File: src/box_filter_3x3_stream_core_defines.svh
`ifndef BOX_FILTER_3X3_STREAM_CORE_DEFINES_SVH
`define BOX_FILTER_3X3_STREAM_CORE_DEFINES_SVH

// Same-cycle implication, masked while reset is asserted.
`define BFS_ASSERT_IMP(label, clk, rst_n, ante, cons) \
  label: assert property (@(posedge clk) disable iff (!rst_n) (ante) |-> (cons)) \
    else $error("box filter: same-cycle check failed");

// Next-cycle implication, masked while reset is asserted.
`define BFS_ASSERT_NXT(label, clk, rst_n, ante, cons) \
  label: assert property (@(posedge clk) disable iff (!rst_n) (ante) |=> (cons)) \
    else $error("box filter: next-cycle check failed");

`endif

File: src/bfs_pkg.sv
package bfs_pkg;

  localparam int MAX_WIDTH  = 512;
  localparam int MAX_HEIGHT = 4095;
  localparam int MIN_SIZE   = 3;

  localparam int PIX_W  = 8;
  localparam int WREG_W = 10;
  localparam int HREG_W = 12;
  localparam int ROW_W  = HREG_W;
  localparam int ADDR_W = $clog2(MAX_WIDTH);
  localparam int COL_W  = $clog2(MAX_WIDTH + 1);

  // column sum of three pixels, window sum of nine
  localparam int CSUM_W = PIX_W + 2;
  localparam int SUM_W  = PIX_W + 4;

  // floor(sum / 9) == (sum * 7282) >> 16 for every sum up to 9 * 255
  localparam int DIV9_MUL   = 7282;
  localparam int DIV9_SHIFT = 16;
  localparam int MUL_W      = 13;

  localparam int QDEPTH = 4;
  localparam int QPTR_W = $clog2(QDEPTH);
  localparam int QCNT_W = $clog2(QDEPTH + 1);

  localparam int APB_AW  = 3;
  localparam int APB_DW  = 32;
  localparam int REG_LSB = 2;

  localparam logic [WREG_W-1:0] WIDTH_RESET  = WREG_W'(512);
  localparam logic [HREG_W-1:0] HEIGHT_RESET = HREG_W'(512);

  typedef enum logic {
    REG_WIDTH  = 1'b0,
    REG_HEIGHT = 1'b1
  } reg_sel_t;

  typedef enum logic {
    OP_PIXEL = 1'b0,
    OP_DRAIN = 1'b1
  } op_t;

  // One classified beat, handed from the front to the back.
  typedef struct packed {
    logic              is_drain;
    logic [ADDR_W-1:0] addr;        // line store read/write column
    logic [PIX_W-1:0]  pix;
    logic              produce;     // beat yields a result
    logic              interior;    // result is the 3x3 mean
    logic              use_corner;  // result is the saved last-column pixel
    logic              corner_load; // beat is in the last column: save corner
    logic              last;        // final result of the frame
  } q_entry_t;

  typedef struct packed {
    logic [QCNT_W-1:0] count;
    logic              full;
  } q_stat_t;

  typedef struct packed {
    logic s1_valid;
    logic s2_valid;
  } back_stat_t;

endpackage

File: src/bfs_front.sv
module bfs_front (
  input  logic                          clk,
  input  logic                          rst_n,
  input  logic                          cfg_psel,
  input  logic                          cfg_penable,
  input  logic                          cfg_pwrite,
  input  logic [bfs_pkg::APB_AW-1:0]    cfg_paddr,
  input  logic [bfs_pkg::APB_DW-1:0]    cfg_pwdata,
  output logic [bfs_pkg::APB_DW-1:0]    cfg_prdata,
  input  logic                          in_valid,
  input  logic                          in_op,
  input  logic [bfs_pkg::PIX_W-1:0]     in_pix,
  output logic                          in_ready,
  input  logic                          q_full,
  output logic                          q_push,
  output bfs_pkg::q_entry_t             q_entry
);

  import bfs_pkg::*;

  logic [WREG_W-1:0] width_r, width_nxt;
  logic [HREG_W-1:0] height_r, height_nxt;
  logic [COL_W-1:0]  col_r, col_nxt;
  logic [ROW_W-1:0]  row_r, row_nxt;
  logic [COL_W-1:0]  used_w;
  logic [ROW_W-1:0]  used_h;
  logic              cfg_wr;
  reg_sel_t          cfg_sel;
  logic              accept;
  logic              is_drain;
  logic              restart;
  logic              drain_ok;
  logic [COL_W-1:0]  c;
  logic [COL_W-1:0]  c_inc;
  logic [ROW_W-1:0]  r;

  assign cfg_wr  = cfg_psel & cfg_penable & cfg_pwrite;
  assign cfg_sel = reg_sel_t'(cfg_paddr[REG_LSB]);

  always_comb begin
    width_nxt  = width_r;
    height_nxt = height_r;
    if (cfg_wr) begin
      case (cfg_sel)
        REG_WIDTH:  width_nxt  = cfg_pwdata[WREG_W-1:0];
        REG_HEIGHT: height_nxt = cfg_pwdata[HREG_W-1:0];
        default:    width_nxt  = width_r;
      endcase
    end
  end

  always_comb begin
    case (cfg_sel)
      REG_WIDTH:  cfg_prdata = APB_DW'(width_r);
      REG_HEIGHT: cfg_prdata = APB_DW'(height_r);
      default:    cfg_prdata = '0;
    endcase
  end

  // clamp the registers to the supported frame size
  always_comb begin
    if (32'(width_r) < MIN_SIZE) begin
      used_w = COL_W'(MIN_SIZE);
    end else if (32'(width_r) > MAX_WIDTH) begin
      used_w = COL_W'(MAX_WIDTH);
    end else begin
      used_w = COL_W'(width_r);
    end
    if (32'(height_r) < MIN_SIZE) begin
      used_h = ROW_W'(MIN_SIZE);
    end else if (32'(height_r) > MAX_HEIGHT) begin
      used_h = ROW_W'(MAX_HEIGHT);
    end else begin
      used_h = ROW_W'(height_r);
    end
  end

  assign in_ready = ~q_full;
  assign accept   = in_valid & in_ready;
  assign is_drain = (in_op == OP_DRAIN);
  assign restart  = (row_r >= used_h) || (col_r >= used_w);
  assign drain_ok = (row_r >= used_h) && (col_r <= used_w);
  assign r        = restart ? '0 : row_r;
  assign c        = restart ? '0 : col_r;
  assign c_inc    = c + 1'b1;
  assign q_push   = accept & (~is_drain | drain_ok);

  // classify the beat
  always_comb begin
    q_entry = '0;
    if (is_drain) begin
      q_entry.is_drain   = 1'b1;
      q_entry.addr       = ADDR_W'(col_r - 1'b1);
      q_entry.produce    = 1'b1;
      q_entry.use_corner = (col_r == '0);
      q_entry.last       = (col_r == used_w);
    end else begin
      q_entry.addr        = ADDR_W'(c);
      q_entry.pix         = in_pix;
      q_entry.produce     = (r >= ROW_W'(2)) || ((r != '0) && (c != '0));
      q_entry.interior    = (r >= ROW_W'(2)) && (c >= COL_W'(2));
      q_entry.use_corner  = (c == '0);
      q_entry.corner_load = (c_inc == used_w);
    end
  end

  // advance the raster position
  always_comb begin
    col_nxt = col_r;
    row_nxt = row_r;
    if (cfg_wr) begin
      col_nxt = '0;
      row_nxt = '0;
    end else if (accept) begin
      if (is_drain) begin
        if (drain_ok) begin
          if (col_r == used_w) begin
            col_nxt = '0;
            row_nxt = '0;
          end else begin
            col_nxt = col_r + 1'b1;
          end
        end
      end else if (c_inc >= used_w) begin
        col_nxt = '0;
        row_nxt = r + 1'b1;
      end else begin
        col_nxt = c_inc;
        row_nxt = r;
      end
    end
  end

  always_ff @(posedge clk) begin
    if (!rst_n) begin
      width_r  <= WIDTH_RESET;
      height_r <= HEIGHT_RESET;
      col_r    <= '0;
      row_r    <= '0;
    end else begin
      width_r  <= width_nxt;
      height_r <= height_nxt;
      col_r    <= col_nxt;
      row_r    <= row_nxt;
    end
  end

endmodule

File: config.mk
export PLATFORM = sky130hd
export DESIGN_NAME = bfs_front
export DESIGN_NICKNAME = d
export VERILOG_FILES = /design/src/box_filter_3x3_stream_core_defines.svh /design/src/bfs_pkg.sv /design/src/bfs_front.sv
export SDC_FILE = /design/constraint.sdc
export NUM_CORES = 1
export LEC_CHECK = 0
export BUFFER_PORTS_ARGS = -buffer_cell sky130_fd_sc_hd__buf_2
export CAP_MARGIN = 20
export CORE_ASPECT_RATIO = 0.9
export CORE_MARGIN = 4
export CORE_UTILIZATION = 54
export DETAILED_ROUTE_END_ITERATION = 6
export PLACE_DENSITY = 0.88
export SYNTH_ARGS = -nofsm -noshare
export SYNTH_HDL_FRONTEND = slang
export SYNTH_SLANG_ARGS = --single-unit
File: constraint.sdc
create_clock -name clk -period 7.2 [get_ports clk]
set_input_delay 0.36 -clock clk [delete_from_list [all_inputs] [get_ports clk]]
set_output_delay 0.36 -clock clk [all_outputs]
set_load 0.02 [all_outputs]
==> results.ini <==
[die]
die_width_um=98.5
core-area_um2=7110
die_area_um2=8820
core.rowCount=29
initial_core_util=0.560
fp.dieH_um=89.5
pin_count=108

[place]
pre_cts_slack_ns=1.32
routabilityCongestion=0.901
io_buffers=65
hpwlAfterDp_mm=8.09
dp_cells=660

[timing]
drv_slew=0
clock.fmax_mhz=165
period_share=0.843
fin_ws_ns=1.13
worst_pin_slew_ns=0.867
hold_violations=0
rsz0062_at_grt=false
slew_headroom=0.420
finalSetupViolCount=0
setup_tns_ns=0
period_needed_ns=6.07
fin_skew_ns=0.00597

[synthesis]
yosysSeqAreaShare=0.221
yosys-top-cells-area=dfxtp_1 (22%), ha_1 (13%), nand2_1 (7.7%)
synth_xor_area_frac=0.0220
synthTopCellsByCount=nand2_1 (82), dfxtp_1 (44), ha_1 (41)
ys_types=62
synth_most_common_cell=nand2_1
netlist_instances=531
syn_avg_cell_area_um2=7.50
yosys.area_share.adder=0.129
yosysTopAreaCellShare=0.221
synth_compound_area_frac=0.208
syn_area_um2=3980
synthFlopType=dfxtp_1
ys_ff_latch=44
synth_top_family_by_area=simple AND/OR/NAND/NOR gates
synth-simple-area-share=0.280
synth-edff-count=0
yosys-mux-area-fraction=0.0437
async_flop_share=0
yosysTopAreaCell=dfxtp_1
ys.warnings.count=0

[final_layout]
multi_input_area_um2=2790
instances_no_fill=668
area_delta_synth_final_pct=8.83
final_core_util=0.609
insertedDiodeCount=0
ff_latch_area_um2=881
drive_gt1_frac=0.165
nets=666
fillers=634

[global_route]
grt_pass1_vias=3768
grt_max_degree=45
grt_first_pass_wirelength_mm=17.5
track_usage=0.240
grt_overflow_total=0
antenna_found_initial=0

[clock_tree]
post_cts.repair.setup_buffers=0
cts_tree=built
cts_made_buffers=5
ctsResizeCount=0
clk_latency_ns=0.31
cts_root_buffer=clkbuf_8
clk_pin_slew_ns=0.09
cts_sinks=44
postCtsHoldBufs=0
ctsLongestPathBuffers=2
htree_levels=2

[worst_setup_path]
crit_required_ns=7.41
cp_slowest_cell=nor3_1
crit_top_cell=ha_1
crit_family=simple AND/OR/NAND/NOR gates
critPathBufInv=1
crit_arrival_ns=6.28
reg2regPathDepth=22
crit_fanout=6
cp-start-kind=flop
cp_num_cells=22
slowest_delay_ns=0.58
critPathKind=reg2reg
cp_cell_sequence=or4_1, nor4_1, o21ai_0, ha_1, nand2b_1, a211oi_1, a2111oi_2, and3_1, nand2_1, inv_1, ha_1, nand2_1, or3_1, a21oi_1, ha_1, nor2_1, nor3b_1, nor3_1, nand3b_1, or2_1, o21bai_1, a221oi_2
end_kind=flop

[drt]
first_iter_violations=342
vias=4066
first_pass_iters=5
vias_per_cell=6.09
ant_nets=0
drc_errors=0
routedWlPerCell_um=15.9
routed_wirelength_mm=10.6

[job]
drv_cap=0

[hold_path]
hold_depth=3
min_path_type=in2reg

[power_and_ir_drop]
p_per_area_nw_per_um2=133
ir_drop_v=0.000106
p_leak_nw=1.85

[status]
status=finished, final reports clean

## worst register-to-register path, cell delays in order (launching register included)
cell and delay [ns]:
dfxtp_1 0.35, or4_1 0.53, nor4_1 0.25, o21ai_0 0.19, ha_1 0.34, nand2b_1 0.08
a211oi_1 0.10, a2111oi_2 0.34, and3_1 0.33, nand2_1 0.14, inv_1 0.13, ha_1 0.23
nand2_1 0.18, or3_1 0.41, a21oi_1 0.21, ha_1 0.30, nor2_1 0.14, nor3b_1 0.08
nor3_1 0.58, nand3b_1 0.34, or2_1 0.31, o21bai_1 0.17, a221oi_2 0.26
## per-stage QoR
stage          instance area (µm²)  total power, mW  hold WS, ns
2_1_floorplan                 4050            0.356        0.451
3_3_place_gp                  4220            0.376        0.464
3_5_place_dp                  4220            0.380        0.472
4_1_cts                       4330            0.573        0.301
5_1_grt                       4330            0.600        0.308
6_report                      4330            0.575        0.302
## report_power, final
part / switching, mW / internal, mW / total (mW)
Sequential: 0.00525 / 0.247 / 0.252
Combinational: 0.0851 / 0.0398 / 0.125
Clock: 0.0939 / 0.105 / 0.198
Total: 0.184 / 0.391 / 0.575
## state kept, by name, summed over array words and instances (netlist names)
register and count:
height_r 12, row_r 12, col_r 10, width_r 10
## area by class of cell
class | count | share of cell area
well taps | 93 | 0.0268
clock inverters | 3 | 0.0107
repair buffers | 66 | 0.0768
clock buffers | 5 | 0.0159
inverters | 26 | 0.0225
multi-input cells | 431 | 0.644
flip-flops and latches | 44 | 0.203
## path summary, 6_finish.rpt
| path | end | start | slack [ns] |
|---|---|---|---|
| worst min register to register | height_r[11] | height_r[11] | 0.49 |
| worst min-delay path | height_r[10] | cfg_pwdata[10] | 0.30 |
| worst max register to register | col_r[6] | width_r[5] | 1.13 |
| worst max-delay path | col_r[6] | width_r[5] | 1.13 |
## routing by layer
metal  global-route usage  wire [µm]  part of all wire  up-vias
met4               0.0906        218             0.020        0
met5                    0          0                 0        -
li1                     -          -                 -     1968
met3               0.0585       1050             0.098       29
met2                0.405       4800              0.45      221
met1                0.301       4570              0.43     1848
## logic make-up after synthesis
group                    after synthesis
AO/OA/AOI/OAI                        118
XOR/XNOR                              10
adder cells (fa/ha/maj)               41
buffers and inverters                 75
flip-flops                            44
multiplexers                          16
other                                  1
AND/OR/NAND/NOR                      226
## layout by cell type, fill, tap and decap left out, types with 4 or more instances in the layout
cell and instances:
nand2_1 82, nor3_1 11, nor2b_1 9, xor2_1 4, o21ai_0 20, nand3_1 27
xnor2_1 6, mux2_2 11, conb_1 20, clkbuf_8 5, buf_2 65, a31oi_1 9
a21oi_1 20, nand4_1 17, nand2b_1 6, ha_1 41, a211oi_1 9, and2_1 5
dfxtp_1 44, nor2_1 33, nor4_1 10, inv_1 25, o211ai_1 5, or4_1 4
mux2i_1 5, and3_1 6, a21boi_0 23
Note: power is estimated with default switching activity, not from simulation.
