## src/box_filter_3x3_stream_core_defines.svh

```systemverilog
`ifndef BOX_FILTER_3X3_STREAM_CORE_DEFINES_SVH
`define BOX_FILTER_3X3_STREAM_CORE_DEFINES_SVH

// Same-cycle implication, masked while reset is asserted.
`define BFS_ASSERT_IMP(label, clk, rst_n, ante, cons) \
  label: assert property (@(posedge clk) disable iff (!rst_n) (ante) |-> (cons)) \
    else $error("box filter: same-cycle check failed");

// Next-cycle implication, masked while reset is asserted.
`define BFS_ASSERT_NXT(label, clk, rst_n, ante, cons) \
  label: assert property (@(posedge clk) disable iff (!rst_n) (ante) |=> (cons)) \
    else $error("box filter: next-cycle check failed");

`endif

```

## src/bfs_pkg.sv

```systemverilog
package bfs_pkg;

  localparam int MAX_WIDTH  = 512;
  localparam int MAX_HEIGHT = 4095;
  localparam int MIN_SIZE   = 3;

  localparam int PIX_W  = 8;
  localparam int WREG_W = 10;
  localparam int HREG_W = 12;
  localparam int ROW_W  = HREG_W;
  localparam int ADDR_W = $clog2(MAX_WIDTH);
  localparam int COL_W  = $clog2(MAX_WIDTH + 1);

  // column sum of three pixels, window sum of nine
  localparam int CSUM_W = PIX_W + 2;
  localparam int SUM_W  = PIX_W + 4;

  // floor(sum / 9) == (sum * 7282) >> 16 for every sum up to 9 * 255
  localparam int DIV9_MUL   = 7282;
  localparam int DIV9_SHIFT = 16;
  localparam int MUL_W      = 13;

  localparam int QDEPTH = 4;
  localparam int QPTR_W = $clog2(QDEPTH);
  localparam int QCNT_W = $clog2(QDEPTH + 1);

  localparam int APB_AW  = 3;
  localparam int APB_DW  = 32;
  localparam int REG_LSB = 2;

  localparam logic [WREG_W-1:0] WIDTH_RESET  = WREG_W'(512);
  localparam logic [HREG_W-1:0] HEIGHT_RESET = HREG_W'(512);

  typedef enum logic {
    REG_WIDTH  = 1'b0,
    REG_HEIGHT = 1'b1
  } reg_sel_t;

  typedef enum logic {
    OP_PIXEL = 1'b0,
    OP_DRAIN = 1'b1
  } op_t;

  // One classified beat, handed from the front to the back.
  typedef struct packed {
    logic              is_drain;
    logic [ADDR_W-1:0] addr;        // line store read/write column
    logic [PIX_W-1:0]  pix;
    logic              produce;     // beat yields a result
    logic              interior;    // result is the 3x3 mean
    logic              use_corner;  // result is the saved last-column pixel
    logic              corner_load; // beat is in the last column: save corner
    logic              last;        // final result of the frame
  } q_entry_t;

  typedef struct packed {
    logic [QCNT_W-1:0] count;
    logic              full;
  } q_stat_t;

  typedef struct packed {
    logic s1_valid;
    logic s2_valid;
  } back_stat_t;

endpackage

```

## src/bfs_queue.sv

```systemverilog
module bfs_queue (
  input  logic              clk,
  input  logic              rst_n,
  input  logic              push,
  input  bfs_pkg::q_entry_t wr_entry,
  input  logic              pop,
  output logic              rd_valid,
  output bfs_pkg::q_entry_t rd_entry,
  output bfs_pkg::q_stat_t  stat
);

  import bfs_pkg::*;

  q_entry_t          slot_r [QDEPTH];
  logic [QPTR_W-1:0] wp_r, wp_nxt;
  logic [QPTR_W-1:0] rp_r, rp_nxt;
  logic [QCNT_W-1:0] cnt_r, cnt_nxt;
  logic              do_push;
  logic              do_pop;

  assign stat.count = cnt_r;
  assign stat.full  = (cnt_r == QCNT_W'(QDEPTH));
  assign rd_valid   = (cnt_r != '0);
  assign rd_entry   = slot_r[rp_r];
  assign do_push    = push & ~stat.full;
  assign do_pop     = pop & rd_valid;

  always_comb begin
    wp_nxt  = wp_r;
    rp_nxt  = rp_r;
    cnt_nxt = cnt_r;
    if (do_push) begin
      wp_nxt = (wp_r == QPTR_W'(QDEPTH - 1)) ? '0 : wp_r + 1'b1;
    end
    if (do_pop) begin
      rp_nxt = (rp_r == QPTR_W'(QDEPTH - 1)) ? '0 : rp_r + 1'b1;
    end
    case ({do_push, do_pop})
      2'b10:   cnt_nxt = cnt_r + 1'b1;
      2'b01:   cnt_nxt = cnt_r - 1'b1;
      default: cnt_nxt = cnt_r;
    endcase
  end

  always_ff @(posedge clk) begin
    if (do_push) begin
      slot_r[wp_r] <= wr_entry;
    end
  end

  always_ff @(posedge clk) begin
    if (!rst_n) begin
      wp_r  <= '0;
      rp_r  <= '0;
      cnt_r <= '0;
    end else begin
      wp_r  <= wp_nxt;
      rp_r  <= rp_nxt;
      cnt_r <= cnt_nxt;
    end
  end

endmodule

```

## config.mk

```make
export PLATFORM = sky130hd
export DESIGN_NAME = bfs_queue
export DESIGN_NICKNAME = d
export VERILOG_FILES = /design/src/box_filter_3x3_stream_core_defines.svh /design/src/bfs_pkg.sv /design/src/bfs_queue.sv
export SDC_FILE = /design/constraint.sdc
export NUM_CORES = 1
export LEC_CHECK = 0
export ABC_AREA = 1
export BUFFER_PORTS_ARGS = -buffer_cell sky130_fd_sc_hd__buf_2
export CAP_MARGIN = 20
export CORE_MARGIN = 2
export CORE_UTILIZATION = 43
export DETAILED_ROUTE_END_ITERATION = 10
export PLACE_DENSITY = 0.67
export SYNTH_ARGS = -nofsm -noshare
export SYNTH_HDL_FRONTEND = slang
export SYNTH_SLANG_ARGS = --single-unit
```

## constraint.sdc

```tcl
create_clock -name clk -period 2.31 [get_ports clk]
set_input_delay 0.1155 -clock clk [delete_from_list [all_inputs] [get_ports clk]]
set_output_delay 0.1155 -clock clk [all_outputs]
set_load 0.02 [all_outputs]
```

==> run summary <==
The origin of the worst min-delay path is rst_n. In this run the number of H-tree levels came out at 3. Number of clock sinks: 101.

Setup violations remaining at the end of the flow were counted as 0. The transition time of the tightest slew-check pin works out to 0.629 ns. Counting every instance in the synthesized netlist gives 292.

For the global-route wire length before repair, the log shows 11600 µm. Across the VDD grid, the largest voltage drop is 616 µV. Peak-usage layer in the global routing report: met2.

Clock skew on the completed layout was measured at 0.00614 ns. The logs give 0 for the final number of hold-violating endpoints and 0 for the final routed DRC violation total. The number of gates resized after CTS was 0. The net count of the mapped netlist was 326; the number of iterations in the first detailed-routing pass was 4. The die covers 0.0107 mm².

The async set-or-reset flop fraction in the synthesized netlist came out at 0%. The largest driver fanout on the critical path is 25, and the ratio of routed vias to standard cells is 4.87. Across the run, the number of max-cap violations was 0. The tools report the number of antenna violations at the first check in global routing as 0. The run gives 2491 as the via total after detailed routing.

The flip-flop and latch count after synthesis is 101. Of the available clock period, the critical path in the final layout requires 86.2%. For the max-slew violation count, the log shows 0. Once the floorplan was initialized, standard cells occupied 43.8% of the core. 55 I/O pins were placed. In the synthesized netlist the dominant register cell turns out to be sky130_fd_sc_hd__edfxtp_1. Measured on the finished design, the core utilization comes to 51.6%. The worst relative slew slack came out at 58.0%. In this run the remaining antenna-violating nets after routing total 0.

The worst hold path belongs to the class input port to flop. Port buffering added 54 buffers. Each instance of the synthesized netlist takes up on average 14.5 µm². The critical path goes through buf_4 > o21ai_0 > o22ai_1 > buf_2. Cell type contributing the most total cell area after synthesis: sky130_fd_sc_hd__edfxtp_1. The slowest stage cell on the critical path was sky130_fd_sc_hd__dfxtp_2.

The analysis attributes to cell leakage a power of 1.82 nW. Derived from the worst setup path, the maximum achievable clock frequency is 502 MHz. For met2 alone, demand over resource in global routing was 25.3%. Clock tree synthesis inserted a total of 9 buffers. The required time at the worst-slack endpoint is 2.19 ns, and the met3 usage in global routing is 3.23%. The routed design has 7520 µm of wire. After the last flow step, the layout net total stands at 408.

The tools report the total number of yosys warnings as 0. For met1 alone, demand over resource in global routing was 18.2%. For this run the aggregate overflow at the end of global routing stands at 0. The cell area after technology mapping is 0.00424 mm². In the final routed layout, each cell accounts on average for 14.7 µm.

Detailed placement ended at an HPWL of 4420 µm. Adding up every negative setup slack in the final design gives 0 ns. In this run the clock root is driven by a sky130_fd_sc_hd__clkbuf_8.

In this run, synthesis inferred 92 flip-flops with an integrated enable. The flow ran to the end, and the final reports show no timing, DRC or antenna violations. For the number of global-route vias before repair, the log shows 2314. The floorplan has 36 rows.

The startpoint of the most critical register-to-register path was cnt_r[1]$_SDFFE_PN0P_. The depth of the worst hold-timing path is 3, and the share of Yosys cell area claimed by the top area cell type is 65.2%. The die is 103 µm wide. Across every metal layer, demand over resource in global routing totals 14.8%.

TritonCTS built the clock tree. In this run, the number of DRC markers left after iteration 0 of detailed routing was 122. After synthesis, the cell types taking the most area are sky130_fd_sc_hd__edfxtp_1 65%, sky130_fd_sc_hd__o22ai_2 4.7%, sky130_fd_sc_hd__dfxtp_1 4.3%.

The worst setup path is captured at an output port. STA classifies the critical path startpoint as a flop. The floorplan step defined a core boundary enclosing 0.00968 mm². Clock-pin slew was measured on the worst setup and hold paths at 0.09 ns. Entering global routing, the biggest net connects 47 pins. In this run the power density over the cells is 1050 mW/mm². After synthesis, the netlist uses 27 different library cells.

Setup repair after global routing left no endpoint under its margin. For the antenna cell count, the log shows 0. The share of the Yosys chip area taken by registers is 69.4%. The worst path needs 1.99 ns of the cycle, external delays included. The logs give 0.36 ns for the later-pin clock latency in the skew report and 0.848 for the last weighted congestion value of the routability-driven placer. Data on the critical path arrives at its endpoint at 1.88 ns. The synthesis-to-layout area growth was 17.8%; the number of cells on the worst reg-to-reg path was 11. The tools report the number of buffers on the longest clock path as 2.

The vertical die dimension is 103 µm. The type of the worst setup path was flop to output port. The largest single stage delay on the critical path is 0.71 ns.

The post-route netlist has 38.5% of its cells at a drive strength greater than 1.
[what timing repair did]
item	CTS	global route
endpoints found under the hold margin	92	0
setup buffers	0	0
hold buffers	23	0
[registers in the layout (all words and copies together), names as in the netlist, named ones only]
register	cells
cnt_r	3
rp_r	2
slot_r	92
wp_r	2
[Yosys cell counts (2+ instances only)]
| master | n |
|---|---|
| sky130_fd_sc_hd__o21ai_2 | 17 |
| sky130_fd_sc_hd__nand2_1 | 13 |
| sky130_fd_sc_hd__nor2_2 | 18 |
| sky130_fd_sc_hd__clkbuf_4 | 3 |
| sky130_fd_sc_hd__dfxtp_1 | 9 |
| sky130_fd_sc_hd__edfxtp_1 | 92 |
| sky130_fd_sc_hd__buf_2 | 2 |
| sky130_fd_sc_hd__o22ai_2 | 16 |
| sky130_fd_sc_hd__inv_2 | 4 |
| sky130_fd_sc_hd__nand2_2 | 2 |
| sky130_fd_sc_hd__ha_1 | 6 |
| sky130_fd_sc_hd__a21oi_1 | 3 |
| sky130_fd_sc_hd__o22ai_1 | 7 |
| sky130_fd_sc_hd__o21ai_0 | 31 |
| sky130_fd_sc_hd__nor2_1 | 37 |
| sky130_fd_sc_hd__inv_1 | 13 |
| sky130_fd_sc_hd__nor2_4 | 6 |
| sky130_fd_sc_hd__buf_12 | 4 |
[stage by stage]
| step | setup slack (ns) | std cells | hold WS (ns) | power (mW) | instance area (µm²) |
|---|---|---|---|---|---|
| global placement | 0.558 | 473 | 0.328 | 4.23 | 4580 |
| global route | 0.192 | 512 | 0.0371 | 5.59 | 4990 |
| floorplan | 0.161 | 292 | 0.214 | 3.84 | 4240 |
| detailed placement | 0.452 | 473 | 0.334 | 4.29 | 4580 |
| finish | 0.319 | 512 | 0.0376 | 5.26 | 4990 |
| CTS | 0.290 | 512 | 0.0268 | 5.32 | 4990 |
[final cells by class]
cell class,instances,area [µm²]
well taps,133,166
repair buffers,84,553
multi-input cells,160,1070
fillers,840,4690
clock buffers,9,124
clock inverters,7,58.8
inverters,18,80.1
flip-flops and latches,101,2940
[critical path, delay by kind of cell (launching register included)]
family | cells | cell delay, ns
DFF | 1 | 0.71
buffers and inverters | 2 | 0.49
AOI/OAI and AO/OA | 2 | 0.31
[cell families (layout without fill, tap and decap cells)]
kind of cell,Yosys count,in the layout,share of synthesized area (%)
DFF,101,101,69.4
and+or+nand+nor,79,79,9.42
adders and majority gates,7,7,2.24
buffers and inverters,31,118,5.64
AOI/OAI and AO/OA,74,74,13.3
[worst paths after layout]
| path | to | slack (ns) |
|---|---|---|
| setup reg to reg | cnt_r[2]$_SDFFE_PN0P_ | 0.43 |
| hold reg to reg | rp_r[1]$_SDFFE_PN0P_ | 0.55 |
| hold / removal | cnt_r[2]$_SDFFE_PN0P_ | 0.04 |
| setup / recovery | rd_entry[2] | 0.32 |
[power breakdown]
part / internal, mW / switching [mW] / total [mW]
logic: 0.653 / 1.25 / 1.90
registers: 2.21 / 0.128 / 2.33
clock network: 0.408 / 0.613 / 1.02
total: 3.27 / 1.99 / 5.26
[metal layers]
| metal | vias to the layer above | share of wire [%] | routed length (µm) |
|---|---|---|---|
| li1 | 1223 | - | - |
| met1 | 1205 | 43 | 3270 |
| met2 | 52 | 51 | 3830 |
| met3 | 11 | 4.1 | 306 |
| met4 | 0 | 1.5 | 116 |
| met5 | - | 0 | 0 |
[layout by cell type, fill, tap and decap left out]
| cell | count |
|---|---|
| sky130_fd_sc_hd__nand3_1 | 1 |
| sky130_fd_sc_hd__dfxtp_2 | 1 |
| sky130_fd_sc_hd__buf_2 | 54 |
| sky130_fd_sc_hd__inv_6 | 2 |
| sky130_fd_sc_hd__nand2_1 | 13 |
| sky130_fd_sc_hd__edfxtp_1 | 92 |
| sky130_fd_sc_hd__buf_4 | 7 |
| sky130_fd_sc_hd__nand4_1 | 1 |
| sky130_fd_sc_hd__dlygate4sd3_1 | 23 |
| sky130_fd_sc_hd__nor2_4 | 6 |
| sky130_fd_sc_hd__inv_1 | 13 |
| sky130_fd_sc_hd__o21ai_2 | 17 |
| sky130_fd_sc_hd__inv_2 | 4 |
| sky130_fd_sc_hd__nor2_2 | 22 |
| sky130_fd_sc_hd__o22ai_1 | 7 |
| sky130_fd_sc_hd__nand2_2 | 2 |
| sky130_fd_sc_hd__fa_1 | 1 |
| sky130_fd_sc_hd__inv_8 | 1 |
| sky130_fd_sc_hd__clkinv_4 | 2 |
| sky130_fd_sc_hd__dfxtp_1 | 8 |
| sky130_fd_sc_hd__o21ai_0 | 31 |
| sky130_fd_sc_hd__a21oi_1 | 3 |
| sky130_fd_sc_hd__ha_1 | 6 |
| sky130_fd_sc_hd__nand3b_1 | 1 |
| sky130_fd_sc_hd__o22ai_2 | 16 |
| sky130_fd_sc_hd__nor2_1 | 33 |
| sky130_fd_sc_hd__clkbuf_8 | 9 |
| sky130_fd_sc_hd__inv_12 | 1 |
| sky130_fd_sc_hd__clkinv_2 | 1 |
| sky130_fd_sc_hd__clkinvlp_4 | 1 |
Power figures use the tool's default switching activity.
